`src/hdl/seconds_to_calendar_date_core_macros.svh`:
```
`ifndef SECONDS_TO_CALENDAR_DATE_CORE_MACROS_SVH
`define SECONDS_TO_CALENDAR_DATE_CORE_MACROS_SVH

// Check that cond holds in the same cycle as trig, outside reset.
`define STCD_ASSERT_IMPL(label, clk, rst_n, trig, cond, msg) \
	label: assert property (@(posedge clk) disable iff (!rst_n) (trig) |-> (cond)) \
		else $error(msg);

// Check that cond holds in the cycle after trig, outside reset.
`define STCD_ASSERT_NEXT(label, clk, rst_n, trig, cond, msg) \
	label: assert property (@(posedge clk) disable iff (!rst_n) (trig) |=> (cond)) \
		else $error(msg);

`endif

```
`src/hdl/stcd_pkg.sv`:
```
`timescale 1ns / 1ps

package stcd_pkg;

	// Pipeline depth, request in to result out.
	localparam int NUM_STAGES = 10;

	typedef logic [NUM_STAGES:1] stage_adv_t;

	typedef logic [15:0] uday_t;     // whole days since 1 Jan 1970
	typedef logic [16:0] daysec_t;   // seconds within the day

	typedef struct packed {
		logic [4:0] hour;
		logic [5:0] minute;
		logic [5:0] second;
	} clock_t;

	typedef struct packed {
		logic [4:0]  day_of_month;
		logic [3:0]  month;
		logic [11:0] year;
		logic [2:0]  week_day;
		logic [8:0]  year_day;
	} date_t;

	localparam logic [31:0] NTP_UNIX_OFFSET = 32'd2208988800;

	localparam int SECS_MIN  = 60;
	localparam int SECS_DAY  = 86400;
	localparam int DAY_SHIFT = 7;                       // 86400 = 675 << 7
	localparam int DAY_ODD   = SECS_DAY >> DAY_SHIFT;

	localparam int DAYS_YEAR = 365;
	localparam int DAYS_4Y   = DAYS_YEAR * 4 + 1;
	localparam int DAYS_100Y = DAYS_YEAR * 100 + 24;
	localparam int DAYS_400Y = DAYS_YEAR * 400 + 97;

	// Day index of 1 Mar 2000 counted from 1 Jan 1970.
	localparam int MARCH_2000_DAY = (946684800 / SECS_DAY) + 31 + 29;
	// Shift that moves a Unix day onto a count from 1 Mar 1600.
	localparam int UNIX_DAY_SHIFT = DAYS_400Y - MARCH_2000_DAY;

	localparam int BASE_YEAR    = 1600;
	localparam int YEARS_400    = 400;
	localparam int YEARS_100    = 100;
	localparam int WDAY_EPOCH   = 4;                    // 1 Jan 1970 was a Thursday
	localparam int JAN_FEB_DAYS = 31 + 28;
	localparam int MARCH_NUM    = 3;
	localparam int JAN_INDEX    = 10;                   // January in a March-based year

	localparam int MONTHS = 12;

	// First day of each month in a year that starts on 1 March.
	localparam logic [8:0] MONTH_START [MONTHS] = '{
		9'd0,   9'd31,  9'd61,  9'd92,  9'd122, 9'd153,
		9'd184, 9'd214, 9'd245, 9'd275, 9'd306, 9'd337
	};

endpackage

```
`src/hdl/stcd_split.sv`:
```
`timescale 1ns / 1ps

module stcd_split (
	input  logic               clk,
	input  stcd_pkg::stage_adv_t adv,
	input  logic [31:0]        ntp_seconds,
	output stcd_pkg::uday_t    udays,
	output stcd_pkg::daysec_t  remsecs
);
	import stcd_pkg::*;

	localparam int YW = 32 - DAY_SHIFT;
	localparam logic [22:0] DAY_RECIP = 23'((64'd1 << 32) / DAY_ODD);

	logic [31:0]          unix_s1;
	logic [15:0]          q0_s2;
	logic [YW-1:0]        y_s2;
	logic [DAY_SHIFT-1:0] lo_s2;
	uday_t                udays_s3;
	daysec_t              remsecs_s3;

	logic [47:0]   prod2;
	logic [YW-1:0] back3, diff3;
	logic [10:0]   rraw3, rfix3;
	logic [15:0]   qfix3;

	// Stage 1: drop the 1900-to-1970 offset, wrapping modulo 2^32.
	always_ff @(posedge clk) begin
		if (adv[1]) begin
			unix_s1 <= ntp_seconds - NTP_UNIX_OFFSET;
		end
	end

	// Stage 2: estimate the day count by reciprocal multiply.
	assign prod2 = 48'(unix_s1[31:DAY_SHIFT]) * 48'(DAY_RECIP);

	always_ff @(posedge clk) begin
		if (adv[2]) begin
			q0_s2 <= prod2[47:32];
			y_s2  <= unix_s1[31:DAY_SHIFT];
			lo_s2 <= unix_s1[DAY_SHIFT-1:0];
		end
	end

	// Stage 3: fix the estimate, which is at most one low.
	always_comb begin
		back3 = YW'(q0_s2) * YW'(DAY_ODD);
		diff3 = y_s2 - back3;
		rraw3 = diff3[10:0];
		if (rraw3 >= 11'(DAY_ODD)) begin
			qfix3 = q0_s2 + 16'd1;
			rfix3 = rraw3 - 11'(DAY_ODD);
		end else begin
			qfix3 = q0_s2;
			rfix3 = rraw3;
		end
	end

	always_ff @(posedge clk) begin
		if (adv[3]) begin
			udays_s3   <= qfix3;
			remsecs_s3 <= {rfix3[9:0], lo_s2};
		end
	end

	assign udays   = udays_s3;
	assign remsecs = remsecs_s3;

endmodule

```
`src/hdl/stcd_clock.sv`:
```
`timescale 1ns / 1ps

module stcd_clock (
	input  logic                 clk,
	input  stcd_pkg::stage_adv_t adv,
	input  stcd_pkg::daysec_t    remsecs,
	output stcd_pkg::clock_t     hms
);
	import stcd_pkg::*;

	localparam logic [18:0] MIN_RECIP  = 19'((64'd1 << 24) / SECS_MIN);
	localparam logic [10:0] HOUR_RECIP = 11'((64'd1 << 16) / SECS_MIN);

	logic [10:0] mt0_s4;
	daysec_t     x_s4;
	logic [10:0] mt_s5, mt_s6;
	logic [5:0]  sec_s5, sec_s6;
	logic [4:0]  h0_s6;
	clock_t      hms_s7, hms_s8, hms_s9, hms_s10;

	logic [35:0] prod4;
	logic [16:0] back5, diff5;
	logic [6:0]  r5;
	logic [10:0] mt5;
	logic [5:0]  sec5;
	logic [21:0] prod6;
	logic [10:0] back7, diff7;
	logic [6:0]  r7;
	clock_t      hms7;

	// Stage 4: estimate whole minutes.
	assign prod4 = 36'(remsecs) * 36'(MIN_RECIP);

	always_ff @(posedge clk) begin
		if (adv[4]) begin
			mt0_s4 <= prod4[34:24];
			x_s4   <= remsecs;
		end
	end

	// Stage 5: fix minutes, split off seconds.
	always_comb begin
		back5 = 17'(mt0_s4) * 17'(SECS_MIN);
		diff5 = x_s4 - back5;
		r5    = diff5[6:0];
		if (r5 >= 7'(SECS_MIN)) begin
			mt5  = mt0_s4 + 11'd1;
			sec5 = 6'(r5 - 7'(SECS_MIN));
		end else begin
			mt5  = mt0_s4;
			sec5 = r5[5:0];
		end
	end

	always_ff @(posedge clk) begin
		if (adv[5]) begin
			mt_s5  <= mt5;
			sec_s5 <= sec5;
		end
	end

	// Stage 6: estimate hours.
	assign prod6 = 22'(mt_s5) * 22'(HOUR_RECIP);

	always_ff @(posedge clk) begin
		if (adv[6]) begin
			h0_s6  <= prod6[20:16];
			mt_s6  <= mt_s5;
			sec_s6 <= sec_s5;
		end
	end

	// Stage 7: fix hours, split off minutes.
	always_comb begin
		back7       = 11'(h0_s6) * 11'(SECS_MIN);
		diff7       = mt_s6 - back7;
		r7          = diff7[6:0];
		hms7.second = sec_s6;
		if (r7 >= 7'(SECS_MIN)) begin
			hms7.hour   = h0_s6 + 5'd1;
			hms7.minute = 6'(r7 - 7'(SECS_MIN));
		end else begin
			hms7.hour   = h0_s6;
			hms7.minute = r7[5:0];
		end
	end

	// Stages 7 to 10: hold time of day in step with the date path.
	always_ff @(posedge clk) begin
		if (adv[7]) begin
			hms_s7 <= hms7;
		end
		if (adv[8]) begin
			hms_s8 <= hms_s7;
		end
		if (adv[9]) begin
			hms_s9 <= hms_s8;
		end
		if (adv[10]) begin
			hms_s10 <= hms_s9;
		end
	end

	assign hms = hms_s10;

endmodule

```
`src/hdl/stcd_calendar.sv`:
```
`timescale 1ns / 1ps

module stcd_calendar (
	input  logic                 clk,
	input  stcd_pkg::stage_adv_t adv,
	input  stcd_pkg::uday_t      udays,
	output stcd_pkg::date_t      date
);
	import stcd_pkg::*;

	localparam logic [13:0] QUAD_RECIP  = 14'((64'd1 << 24) / DAYS_4Y);
	localparam int          WDAY_CHUNKS = 6;

	logic [17:0] rem_s4;
	logic        qc_s4;
	logic [5:0]  wsum_s4;
	logic [15:0] rem2_s5, rem2_s6;
	logic [11:0] yr_s5, yr_s6, yr_s7, yr_s8, yr_s9;
	logic        c0_s5, c0_s6, c0_s7;
	logic [2:0]  wday_s5, wday_s6, wday_s7, wday_s8, wday_s9;
	logic [4:0]  q0_s6;
	logic        last_s6;
	logic [10:0] rem3_s7;
	logic        qnz_s7;
	logic [8:0]  rem4_s8, rem4_s9;
	logic        leap_s8;
	logic [3:0]  m_s9;
	logic [8:0]  yday_s9;
	date_t       date_s10;

	logic [15:0] w4;
	logic [17:0] wide4;
	logic [5:0]  wsum4;
	logic [1:0]  c5;
	logic [3:0]  t5;
	logic [2:0]  u5;
	logic [29:0] prod6;
	logic [15:0] diff7;
	logic [11:0] r7;
	logic [4:0]  q7;
	logic [10:0] rem3;
	logic [1:0]  ry8;
	logic [10:0] diff8;
	logic [3:0]  m9;
	logic [9:0]  ys9, ylim9;
	logic [8:0]  dd10;

	// Stage 4: pick the 400-year cycle, rebase onto 1 Mar 1600 or 1 Mar 2000, start the weekday fold.
	always_comb begin
		w4    = udays + 16'(WDAY_EPOCH);
		wide4 = {2'b00, w4};
		wsum4 = '0;
		for (int i = 0; i < WDAY_CHUNKS; i++) begin
			wsum4 = wsum4 + 6'(wide4[3*i +: 3]);
		end
	end

	always_ff @(posedge clk) begin
		if (adv[4]) begin
			qc_s4   <= (udays >= 16'(MARCH_2000_DAY));
			rem_s4  <= (udays >= 16'(MARCH_2000_DAY)) ?
				18'(udays) - 18'(MARCH_2000_DAY) : 18'(udays) + 18'(UNIX_DAY_SHIFT);
			wsum_s4 <= wsum4;
		end
	end

	// Stage 5: century within the cycle; finish the weekday fold (8 = 1 mod 7).
	always_comb begin
		c5 = 2'(rem_s4 >= 18'(DAYS_100Y)) + 2'(rem_s4 >= 18'(2 * DAYS_100Y))
			+ 2'(rem_s4 >= 18'(3 * DAYS_100Y));
		t5 = 4'(wsum_s4[5:3]) + 4'(wsum_s4[2:0]);
		u5 = 3'(t5[3]) + t5[2:0];
	end

	always_ff @(posedge clk) begin
		if (adv[5]) begin
			rem2_s5 <= 16'(rem_s4 - 18'(c5) * 18'(DAYS_100Y));
			yr_s5   <= 12'(BASE_YEAR) + (qc_s4 ? 12'(YEARS_400) : 12'd0)
				+ 12'(c5) * 12'(YEARS_100);
			c0_s5   <= (c5 == 2'd0);
			wday_s5 <= (u5 == 3'd7) ? 3'd0 : u5;
		end
	end

	// Stage 6: estimate the 4-year cycle; flag the extra day of a leap century.
	assign prod6 = 30'(rem2_s5) * 30'(QUAD_RECIP);

	always_ff @(posedge clk) begin
		if (adv[6]) begin
			q0_s6   <= prod6[28:24];
			last_s6 <= (rem2_s5 == 16'(DAYS_100Y));
			rem2_s6 <= rem2_s5;
			yr_s6   <= yr_s5;
			c0_s6   <= c0_s5;
			wday_s6 <= wday_s5;
		end
	end

	// Stage 7: fix the 4-year count; clamp the leap day into the last cycle.
	always_comb begin
		diff7 = rem2_s6 - 16'(q0_s6) * 16'(DAYS_4Y);
		r7    = diff7[11:0];
		if (last_s6) begin
			q7   = 5'(DAYS_100Y / DAYS_4Y);
			rem3 = 11'(DAYS_100Y - (DAYS_100Y / DAYS_4Y) * DAYS_4Y);
		end else if (r7 >= 12'(DAYS_4Y)) begin
			q7   = q0_s6 + 5'd1;
			rem3 = 11'(r7 - 12'(DAYS_4Y));
		end else begin
			q7   = q0_s6;
			rem3 = r7[10:0];
		end
	end

	always_ff @(posedge clk) begin
		if (adv[7]) begin
			rem3_s7 <= rem3;
			qnz_s7  <= (q7 != 5'd0);
			yr_s7   <= yr_s6 + (12'(q7) << 2);
			c0_s7   <= c0_s6;
			wday_s7 <= wday_s6;
		end
	end

	// Stage 8: single year within the 4-year cycle, clamped at three.
	always_comb begin
		ry8 = 2'(rem3_s7 >= 11'(DAYS_YEAR)) + 2'(rem3_s7 >= 11'(2 * DAYS_YEAR))
			+ 2'(rem3_s7 >= 11'(3 * DAYS_YEAR));
		diff8 = rem3_s7 - 11'(ry8) * 11'(DAYS_YEAR);
	end

	always_ff @(posedge clk) begin
		if (adv[8]) begin
			rem4_s8 <= diff8[8:0];
			leap_s8 <= (ry8 == 2'd0) && (qnz_s7 || c0_s7);
			yr_s8   <= yr_s7 + 12'(ry8);
			wday_s8 <= wday_s7;
		end
	end

	// Stage 9: month index and day of the January-based year.
	always_comb begin
		m9 = '0;
		for (int k = 1; k < MONTHS; k++) begin
			m9 = m9 + 4'(rem4_s8 >= MONTH_START[k]);
		end
		ys9   = 10'(rem4_s8) + 10'(JAN_FEB_DAYS) + 10'(leap_s8);
		ylim9 = 10'(DAYS_YEAR) + 10'(leap_s8);
		if (ys9 >= ylim9) begin
			ys9 = ys9 - ylim9;
		end
	end

	always_ff @(posedge clk) begin
		if (adv[9]) begin
			m_s9    <= m9;
			yday_s9 <= ys9[8:0];
			rem4_s9 <= rem4_s8;
			yr_s9   <= yr_s8;
			wday_s9 <= wday_s8;
		end
	end

	// Stage 10: day of month; wrap January and February into the next year.
	assign dd10 = rem4_s9 - MONTH_START[m_s9] + 9'd1;

	always_ff @(posedge clk) begin
		if (adv[10]) begin
			date_s10.day_of_month <= dd10[4:0];
			date_s10.month        <= (m_s9 < 4'(JAN_INDEX)) ?
				m_s9 + 4'(MARCH_NUM) : m_s9 - 4'(JAN_INDEX - 1);
			date_s10.year         <= yr_s9 + 12'(m_s9 >= 4'(JAN_INDEX));
			date_s10.week_day     <= wday_s9;
			date_s10.year_day     <= yday_s9;
		end
	end

	assign date = date_s10;

endmodule

```
`src/hdl/seconds_to_calendar_date_core.sv`:
```
`timescale 1ns / 1ps
`include "seconds_to_calendar_date_core_macros.svh"

// Converts a 32-bit NTP seconds count (era 0, seconds since 1 Jan 1900 UTC) into the
// Gregorian date and UTC time of day. Counts below the 1970 offset wrap and land in
// 2036..2106. The block is a ten-stage pipeline: it takes one request per clock whenever
// req_stall is low, without waiting for earlier results to come out.
// The depth is set by the chain of constant-reciprocal multipliers (days, minutes,
// hours, 4-year cycles), each followed by its own correction stage. A stall on the
// result side first fills empty stages, so req_stall rises only once all ten stages
// hold work. There is no configuration and no state beyond the pipeline itself.
module seconds_to_calendar_date_core (
	input  logic        clk,
	input  logic        arst_n,

	input  logic        req_valid,
	output logic        req_stall,
	input  logic [31:0] ntp_seconds,

	output logic        res_valid,
	input  logic        res_stall,
	output logic [5:0]  second,
	output logic [5:0]  minute,
	output logic [4:0]  hour,
	output logic [4:0]  day_of_month,
	output logic [3:0]  month,
	output logic [11:0] year,
	output logic [2:0]  week_day,
	output logic [8:0]  year_day
);
	import stcd_pkg::*;

	localparam logic [3:0] MONTH_JAN = 4'd1;

	// One valid bit per stage; a stage loads when it is empty or its content moves on.
	logic [NUM_STAGES:1] stage_valid_q;
	stage_adv_t          adv;

	uday_t   udays;
	daysec_t remsecs;
	clock_t  hms;
	date_t   date;

	// Advance from the output backward so bubbles collapse under a stall.
	always_comb begin
		adv[NUM_STAGES] = !stage_valid_q[NUM_STAGES] || !res_stall;
		for (int k = NUM_STAGES - 1; k >= 1; k--) begin
			adv[k] = !stage_valid_q[k] || adv[k + 1];
		end
	end

	assign req_stall = !adv[1];
	assign res_valid = stage_valid_q[NUM_STAGES];

	always_ff @(posedge clk or negedge arst_n) begin
		if (!arst_n) begin
			stage_valid_q <= '0;
		end else begin
			if (adv[1]) begin
				stage_valid_q[1] <= req_valid;
			end
			for (int k = 2; k <= NUM_STAGES; k++) begin
				if (adv[k]) begin
					stage_valid_q[k] <= stage_valid_q[k - 1];
				end
			end
		end
	end

	// Stages 1 to 3: Unix seconds, then whole days and seconds within the day.
	stcd_split u_split (
		.clk         (clk),
		.adv         (adv),
		.ntp_seconds (ntp_seconds),
		.udays       (udays),
		.remsecs     (remsecs)
	);

	// Stages 4 to 10: hour, minute and second, held in step with the date path.
	stcd_clock u_clock (
		.clk     (clk),
		.adv     (adv),
		.remsecs (remsecs),
		.hms     (hms)
	);

	// Stages 4 to 10: cycle split, month search, weekday and day of year.
	stcd_calendar u_calendar (
		.clk   (clk),
		.adv   (adv),
		.udays (udays),
		.date  (date)
	);

	assign second       = hms.second;
	assign minute       = hms.minute;
	assign hour         = hms.hour;
	assign day_of_month = date.day_of_month;
	assign month        = date.month;
	assign year         = date.year;
	assign week_day     = date.week_day;
	assign year_day     = date.year_day;

	// An accepted request must occupy the first stage on the next cycle.
	`STCD_ASSERT_NEXT(a_req_lands, clk, arst_n, req_valid && !req_stall, stage_valid_q[1], "accepted request lost at stage 1")

	// Back-pressure reaches the request side only with every stage full.
	`STCD_ASSERT_IMPL(a_stall_full, clk, arst_n, req_stall, (&stage_valid_q) && res_stall, "request stalled with a free stage")

	// Time of day stays in range.
	`STCD_ASSERT_IMPL(a_hms_range, clk, arst_n, res_valid, (second < 6'(SECS_MIN)) && (minute < 6'(SECS_MIN)) && (hour < 5'd24), "time of day out of range")

	// Date fields stay in range.
	`STCD_ASSERT_IMPL(a_date_range, clk, arst_n, res_valid, (week_day < 3'd7) && (month >= MONTH_JAN) && (month <= 4'(MONTHS)) && (day_of_month != 5'd0), "date out of range")

	// In January the day of year follows the day of month.
	`STCD_ASSERT_IMPL(a_jan_yday, clk, arst_n, res_valid && (month == MONTH_JAN), year_day == 9'(day_of_month) - 9'd1, "January day of year mismatch")

endmodule

```
`config.mk`:
```
export PLATFORM = sky130hd
export DESIGN_NAME = seconds_to_calendar_date_core
export DESIGN_NICKNAME = d
export VERILOG_FILES = /design/src/hdl/stcd_pkg.sv /design/src/hdl/stcd_split.sv /design/src/hdl/stcd_clock.sv /design/src/hdl/stcd_calendar.sv /design/src/hdl/seconds_to_calendar_date_core.sv
export VERILOG_INCLUDE_DIRS = /design/src /design/src/hdl
export SDC_FILE = /design/constraint.sdc
export NUM_CORES = 2
export LEC_CHECK = 0
export ABC_AREA = 0
export BUFFER_PORTS_ARGS = -buffer_cell sky130_fd_sc_hd__buf_4
export CAP_MARGIN = 40
export CORE_MARGIN = 2
export CORE_UTILIZATION = 65
export DETAILED_ROUTE_END_ITERATION = 8
export GPL_TIMING_DRIVEN = 0
export PLACE_DENSITY = 0.88
export SLEW_MARGIN = 25
export SYNTH_ARGS = -nofsm -noshare
export SYNTH_HDL_FRONTEND = slang
export SYNTH_SLANG_ARGS = --single-unit
```
`constraint.sdc`:
```
create_clock -name clk -period 7.5 [get_ports clk]
set_input_delay 1.5 -clock clk [delete_from_list [all_inputs] [get_ports clk]]
set_output_delay 1.5 -clock clk [all_outputs]
set_load 0.005 [all_outputs]
```
Yosys cells after proc, flatten, opt, wreduce, memory -nomap -nowiden:

Memory sizes are Yosys's and may differ from the RTL's.
Index checks and enable logic that the tools add are counted.

* flip-flop bits (word level): 440
* bits in latches: 0
* memory bits (writable): 0
* bits in read-only memories: 144
* output and inout port bits: 52
* word-level logic and storage cells: 201
* memories kept: 1

* add/subtract/negate cells: 52
* $mul: 11
* divide/modulo/power cells: 0
* $lt $le $gt $ge: 26
* eq/ne operators: 2
* shifts and indexed selects: 0
* multiplexer cells: 14
* bitwise logic cells: 1
* reduce and logical (&&, ||, !) cells: 27

Memory list
* (no name shown): words 16, bits a word 9, rd ports 1, clocked after Yosys merged registers in 0, write ports 0, RTL line stcd_calendar.sv:165 `assign dd10 = rem4_s9 - MONTH_START[m_s9] + 9'd1;`

Operator list (number)
* 25-bit by 22-bit multiplier with 47-bit output, second input constant: 1
* 4-bit by 1-bit adder with 4-bit output: 9
* 18-bit by 17-bit >= comparator with 1-bit output, second input constant: 2
* 9-bit by 8-bit >= comparator with 1-bit output, second input constant: 4
* 17-bit by 17-bit multiplier with 33-bit output, second input constant: 1
* 11-bit 2-to-1 mux: 3
* 32-bit subtractor, second input constant: 1
* 16-bit by 14-bit multiplier with 29-bit output, second input constant: 1
* 9-bit >= comparator, second input constant: 3
* 11-bit by 10-bit >= comparator with 1-bit output, second input constant: 2
* 5-bit 2-to-1 mux: 4
* 11-bit by 9-bit multiplier with 19-bit output, second input constant: 1
* 16-bit by 18-bit adder with 18-bit output, second input constant: 1
* 6-bit by 3-bit adder with 6-bit output: 3
* 18-bit by 16-bit >= comparator with 1-bit output, second input constant: 1
* 9-bit by 7-bit >= comparator with 1-bit output, second input constant: 2
* 18-bit 2-to-1 mux: 1
* 9-bit 2-to-1 mux: 2
* 9-bit subtractor: 2
* 16-bit by 14-bit subtractor with 17-bit output, second input constant: 1
* 16-bit by 1-bit adder with 16-bit output, second input constant: 1
* 16-bit by 3-bit adder with 16-bit output, second input constant: 1
* 16-bit == test, second input constant: 1
* 16-bit by 14-bit >= comparator with 1-bit output, second input constant: 1
* 53 further kinds: 84

Logic depth before layout (Yosys ltp):

* depth after elaboration: 12
* depth in mapped cells: 27

Hierarchy:

Synthesis repeated with hierarchy kept, for this count alone.

* cells, all modules: 3190
* area total of the unflattened synthesis: 37399.6 um2

Modules (own cells, without submodules)
* stcd_calendar: instances 1, cells each 1449, area an instance 16390.7 um2, sequential area each 6065.8 um2
* stcd_split: instances 1, cells each 1112, area an instance 12842.3 um2, sequential area each 2972.9 um2
* stcd_clock: instances 1, cells each 590, area an instance 7733.7 um2, sequential area each 3633.5 um2
* seconds_to_calendar_date_core: instances 1, cells each 39, area an instance 432.9 um2, sequential area each 250.2 um2

Worst setup path after synthesis:

Ideal clock, no wire load.

* path kind: input -> output
* start: in res_stall
* end: out req_stall
* arrival: 4.880 ns
* required time: 6.000 ns
* setup slack: 1.120 ns
* cell stages on the path: 6
* path buffers: 0
* path through: and3_1 and3_1 nand4_1 nor2_1 nand3_1 inv_1

* longest elaborated chain between the ends: 12

Ends and longest elaborated chain
* from (decl): RTL line seconds_to_calendar_date_core.sv:21 `input logic res_stall,`
* 1-bit logical NOT: RTL line seconds_to_calendar_date_core.sv:46 `adv[NUM_STAGES] = !stage_valid_q[NUM_STAGES] || !res_stall;`
* 1-bit logical OR: RTL line seconds_to_calendar_date_core.sv:46
* 1-bit logical OR (6 in series): RTL line seconds_to_calendar_date_core.sv:48 `adv[k] = !stage_valid_q[k] || adv[k + 1];`
* via adv[3]: RTL line seconds_to_calendar_date_core.sv:37 `stage_adv_t adv;`
* 1-bit logical OR (3 in series): RTL line seconds_to_calendar_date_core.sv:48
* 1-bit logical NOT: RTL line seconds_to_calendar_date_core.sv:52 `assign req_stall = !adv[1];`
* to (decl): RTL line seconds_to_calendar_date_core.sv:17 `output logic req_stall,`

The timed path passes the listed nets, and every way through them passes these cells.

Final worst setup path:

* start: reg u_split.unix_s1[16]
* end: reg u_split.q0_s2[14], data pin

* longest elaborated chain between the ends: 1

Ends and longest elaborated chain
* from (decl): RTL line stcd_split.sv:15 `logic [31:0] unix_s1;`
* from (signal assigned): RTL line stcd_split.sv:30 `unix_s1 <= ntp_seconds - NTP_UNIX_OFFSET;`
* 25-bit by 22-bit multiplier with 47-bit output: RTL line stcd_split.sv:35 `assign prod2 = 48'(unix_s1[31:DAY_SHIFT]) * 48'(DAY_RECIP);`
* via u_split.prod2[46]: RTL line stcd_split.sv:22 `logic [47:0] prod2;`
* to (signal assigned): RTL line stcd_split.sv:39 `q0_s2 <= prod2[47:32];`
* to (decl): RTL line stcd_split.sv:16 `logic [15:0] q0_s2;`

The timed path passes the listed nets, and every way through them passes these cells.
A chain may end at the register's enable or synchronous reset.

==> flow_summary.rst <==
.. list-table::
   :header-rows: 1

   * - Metric
     - Value
   * - Die area
     - 0.05924 mm2
   * - Share of the synthesized area in the top cell type
     - 0.3402
   * - Global-route wire length before repair
     - around 120000 um
   * - Number of clock sinks seen by CTS
     - approximately 430
   * - Largest net degree at the start of global routing
     - 51
   * - Area of the placeable core
     - between 0.05 and 0.06 mm2
   * - Cell area after synthesis
     - 0.03725 mm2
   * - Dominant cell by count in the synthesized netlist
     - ha_1
   * - Fill cell instance count of the final layout
     - around 3600
   * - Synth Flop Type
     - edfxtp_1
   * - Max Clk Rate
     - 0.1491 GHz
   * - Largest family of logic cells by synthesized area
     - adder cells
   * - Source of the critical timing path
     - u_split.unix_s1[16]
   * - Synth async-reset ratio
     - 0.02315
   * - Detailed placement HPWL
     - 54580 um
   * - Count of TritonRoute iterations in the first routing pass
     - 7
   * - Clock latency on the worst-skew pair
     - 600 ps
   * - Arithmetic-cell share of the synthesized area counting full adders, half adders and majority gates
     - 0.3897
   * - GR Util All Layers
     - 0.2444
   * - Share of the synthesized area in compound gates (AO/OA/AOI/OAI)
     - 0.06883
   * - Final weighted congestion of routability-driven global placement
     - 0.9084
   * - Fin. Hold Viols
     - 0
   * - Type of the worst setup path
     - reg2reg
   * - Number of placement rows
     - 87
   * - Fin area
     - 0.04057 mm2
   * - HP Class
     - reg2reg
   * - # setup viols final
     - 0
   * - Storage element area
     - 0.01292 mm2
   * - Critical path required time
     - about 7900 ps
   * - Net count, final
     - approximately 4400
   * - Most used standard cells in the synthesized netlist
     - 677 x ha_1, 669 x inv_1, 422 x edfxtp_1
   * - Number of pins with negative max-slew slack in the final report
     - 0
   * - Cell Area, Placed
     - around 0.039 mm2
   * - GRT Residual Overflow
     - 0
   * - Warnings, synthesis
     - 0
   * - Clock edge transition at the registers on the reported setup and hold paths
     - 60 ps
   * - Biggest area consumer among synthesized cells
     - edfxtp_1
   * - Setup repair after global routing missed its margin
     - false
   * - Result of the run
     - finished, final reports clean
   * - Portion of the clock cycle consumed by the worst path in the final layout
     - 0.8941
   * - Slew at the pin with the worst max-slew slack
     - ~740 ps
   * - Top area cells in the synthesized netlist
     - edfxtp_1 34%, ha_1 23%, fa_1 16%
   * - Drt first-iter violations
     - around 1400
   * - Clock root buffer master
     - clkbuf_16
   * - IO Pins
     - 88
   * - Post-synth EDFFs
     - 422
   * - Post-CTS setup buffers
     - 0
   * - Net Count, Synth
     - 4221
   * - Number of synthesized register bits
     - 432
   * - Clock tree buffer depth
     - 3
   * - Share of post-route cells with drive strength above 1
     - 0.06492
   * - Ant. Diodes
     - 0
   * - Height of the chip
     - 243.4 um
   * - Initial antenna violation count
     - 0
   * - Arrival time at the worst endpoint
     - 7100 ps
   * - Count of different cell masters after synthesis
     - roughly 80
   * - Initial standard-cell utilization of the core
     - 0.6593
   * - Total Neg Setup Slack
     - 0 ps
   * - Num CTS Buffers
     - 48
   * - Horizontal die dimension
     - 243.4 um
   * - Average size of a mapped cell
     - 11.62 um2
   * - Post-Route Skew
     - 20.08 ps
   * - Source of the worst hold timing path
     - u_clock.hms_s7[4]
   * - Critical path launch point type
     - flip-flop
   * - Fin crit period
     - 6706 ps
   * - Crit Path Max Fanout
     - 10
   * - Kind of end point of the critical path
     - flip-flop
   * - Final ANT Viol Nets
     - 0
   * - Number of instances in the synthesized netlist
     - roughly 3200
   * - Origin of the critical flop-to-flop path
     - u_split.unix_s1[16]
   * - Simple-gate share of the synthesized area
     - 0.06100
   * - Area of the multi-input gates
     - between 0.02 and 0.025 mm2
   * - Detailed-route wire length
     - 70210 um
   * - Via count of the first global-routing pass
     - around 25000
   * - Via count
     - 23335
   * - Number of cells upsized or downsized after cts
     - 0
   * - Remaining DRCs
     - 0
   * - Number of levels the H-tree was split into
     - 2
   * - XOR/XNOR share of the synthesized area
     - 0.05925
   * - Vias per std cell
     - 5.630
   * - Relative max-transition margin
     - 0.5063
   * - Relative area change from synthesis to final layout
     - 8.915%
   * - Final core utilization
     - 0.7181
   * - Mux share of post-synthesis cell area
     - 0.002922
   * - Reported max-cap violation count
     - 0
   * - CTS tree
     - yes
   * - Final routed wire length divided by cell count
     - 16.94 um
   * - Count of hold-fix buffers inserted at cts
     - 0
   * - Quantity of I/O buffers inserted on ports
     - 87
   * - Proportion of synthesized chip area in sequential cells
     - 0.3469
through the flow:
step | setup WS, ps | hold WS [ps] | instances
6_report | 794.3 | 412.7 | 4145
3_5_place_dp | 857.7 | 404.5 | 4057
4_1_cts | 805.2 | 405.7 | 4144
5_1_grt | 483.0 | 416.6 | 4145
3_3_place_gp | -249.1 | 400.5 | 4049
2_1_floorplan | 1120 | 400.3 | 3206
sequential cells by signal, indices dropped and copies added, names as in the netlist, 12 cells and up:
register            flops
u_clock.hms            17
u_calendar.date        33
u_calendar.rem_s4      18
u_calendar.rem2_s6     12
u_calendar.yr_s8       12
u_split.remsecs        17
u_split.q0_s2          16
u_calendar.rem2_s5     16
u_split.unix_s1        32
u_clock.hms_s7         17
u_calendar.yr_s9       12
u_split.udays          16
u_clock.hms_s9         17
u_clock.hms_s8         17
kinds of logic after synthesis:
family	Yosys count
AOI/OAI and AO/OA	386
DFF	432
xor gates and xnor gates	252
buffers and inverters	699
adders and majority gates	979
and+or+nand+nor	448
muxes	10
cell type report:
| cell class | count | share of cell area |
|---|---|---|
| Buffer | 30 | 0.003608 |
| Clock buffer | 52 | 0.02998 |
| Clock inverter | 35 | 0.007309 |
| Inverter | 669 | 0.06196 |
| Multi-Input combinational cell | 2075 | 0.5350 |
| Sequential cell | 432 | 0.3185 |
| Tap cell | 756 | 0.02332 |
| Timing Repair Buffer | 96 | 0.02026 |
worst max-delay path, cell delays in order, from the launching register on:
cell and delay, ps:
edfxtp_1 800, ha_1 360, ha_1 290, inv_1 50, fa_1 500, inv_1 60
fa_1 510, fa_1 520, fa_1 490, ha_1 320, ha_1 360, and3_1 170
nand3_1 130, or3_1 370, a211oi_1 400, o21ai_0 320, nand4b_1 180, o2111a_1 280
o21ai_0 110, a221oi_1 280
layer usage:
| layer | global-route usage | vias to the layer above | routed length [um] | share of wire |
|---|---|---|---|---|
| li1 | - | 11146 | - | - |
| met1 | 0.3052 | 11416 | 28420 | 0.40 |
| met2 | 0.4355 | 599 | 36030 | 0.51 |
| met3 | 0.03128 | 174 | 3332 | 0.047 |
| met4 | 0.08968 | 0 | 2431 | 0.035 |
| met5 | 0 | - | 0 | 0 |
path summary, 6_finish.rpt:
kind	cells after the start	slack (ps)	endpoint
min in group asynchronous	1	740	stage_valid_q[1]
setup reg to reg	19	790	u_split.q0_s2[14]
max in group asynchronous	1	6570	stage_valid_q[9]
setup / recovery	19	790	u_split.q0_s2[14]
hold / removal	0	410	u_clock.hms_s8[4]
hold reg to reg	0	410	u_clock.hms_s8[4]
cell usage in the layout (no fill, tap or decap), drive strengths merged, types with 10 or more instances in the layout:
master,instances
a211oi,16
a21boi,14
a21o,60
a21oi,86
a31oi,15
and3,19
buf,104
clkbuf,73
clkinv,21
dfrtp,10
edfxtp,422
fa,302
ha,677
inv,677
nand2,98
nand2b,32
nand3,38
nand4,26
nor2,106
nor2b,21
nor3,40
o211ai,14
o21a,28
o21ai,88
or2,12
or3,10
xnor2,190
xor2,62
Power is not shown: default switching activity piles up to over one toggle a cycle in this logic, so the estimate is an artifact.
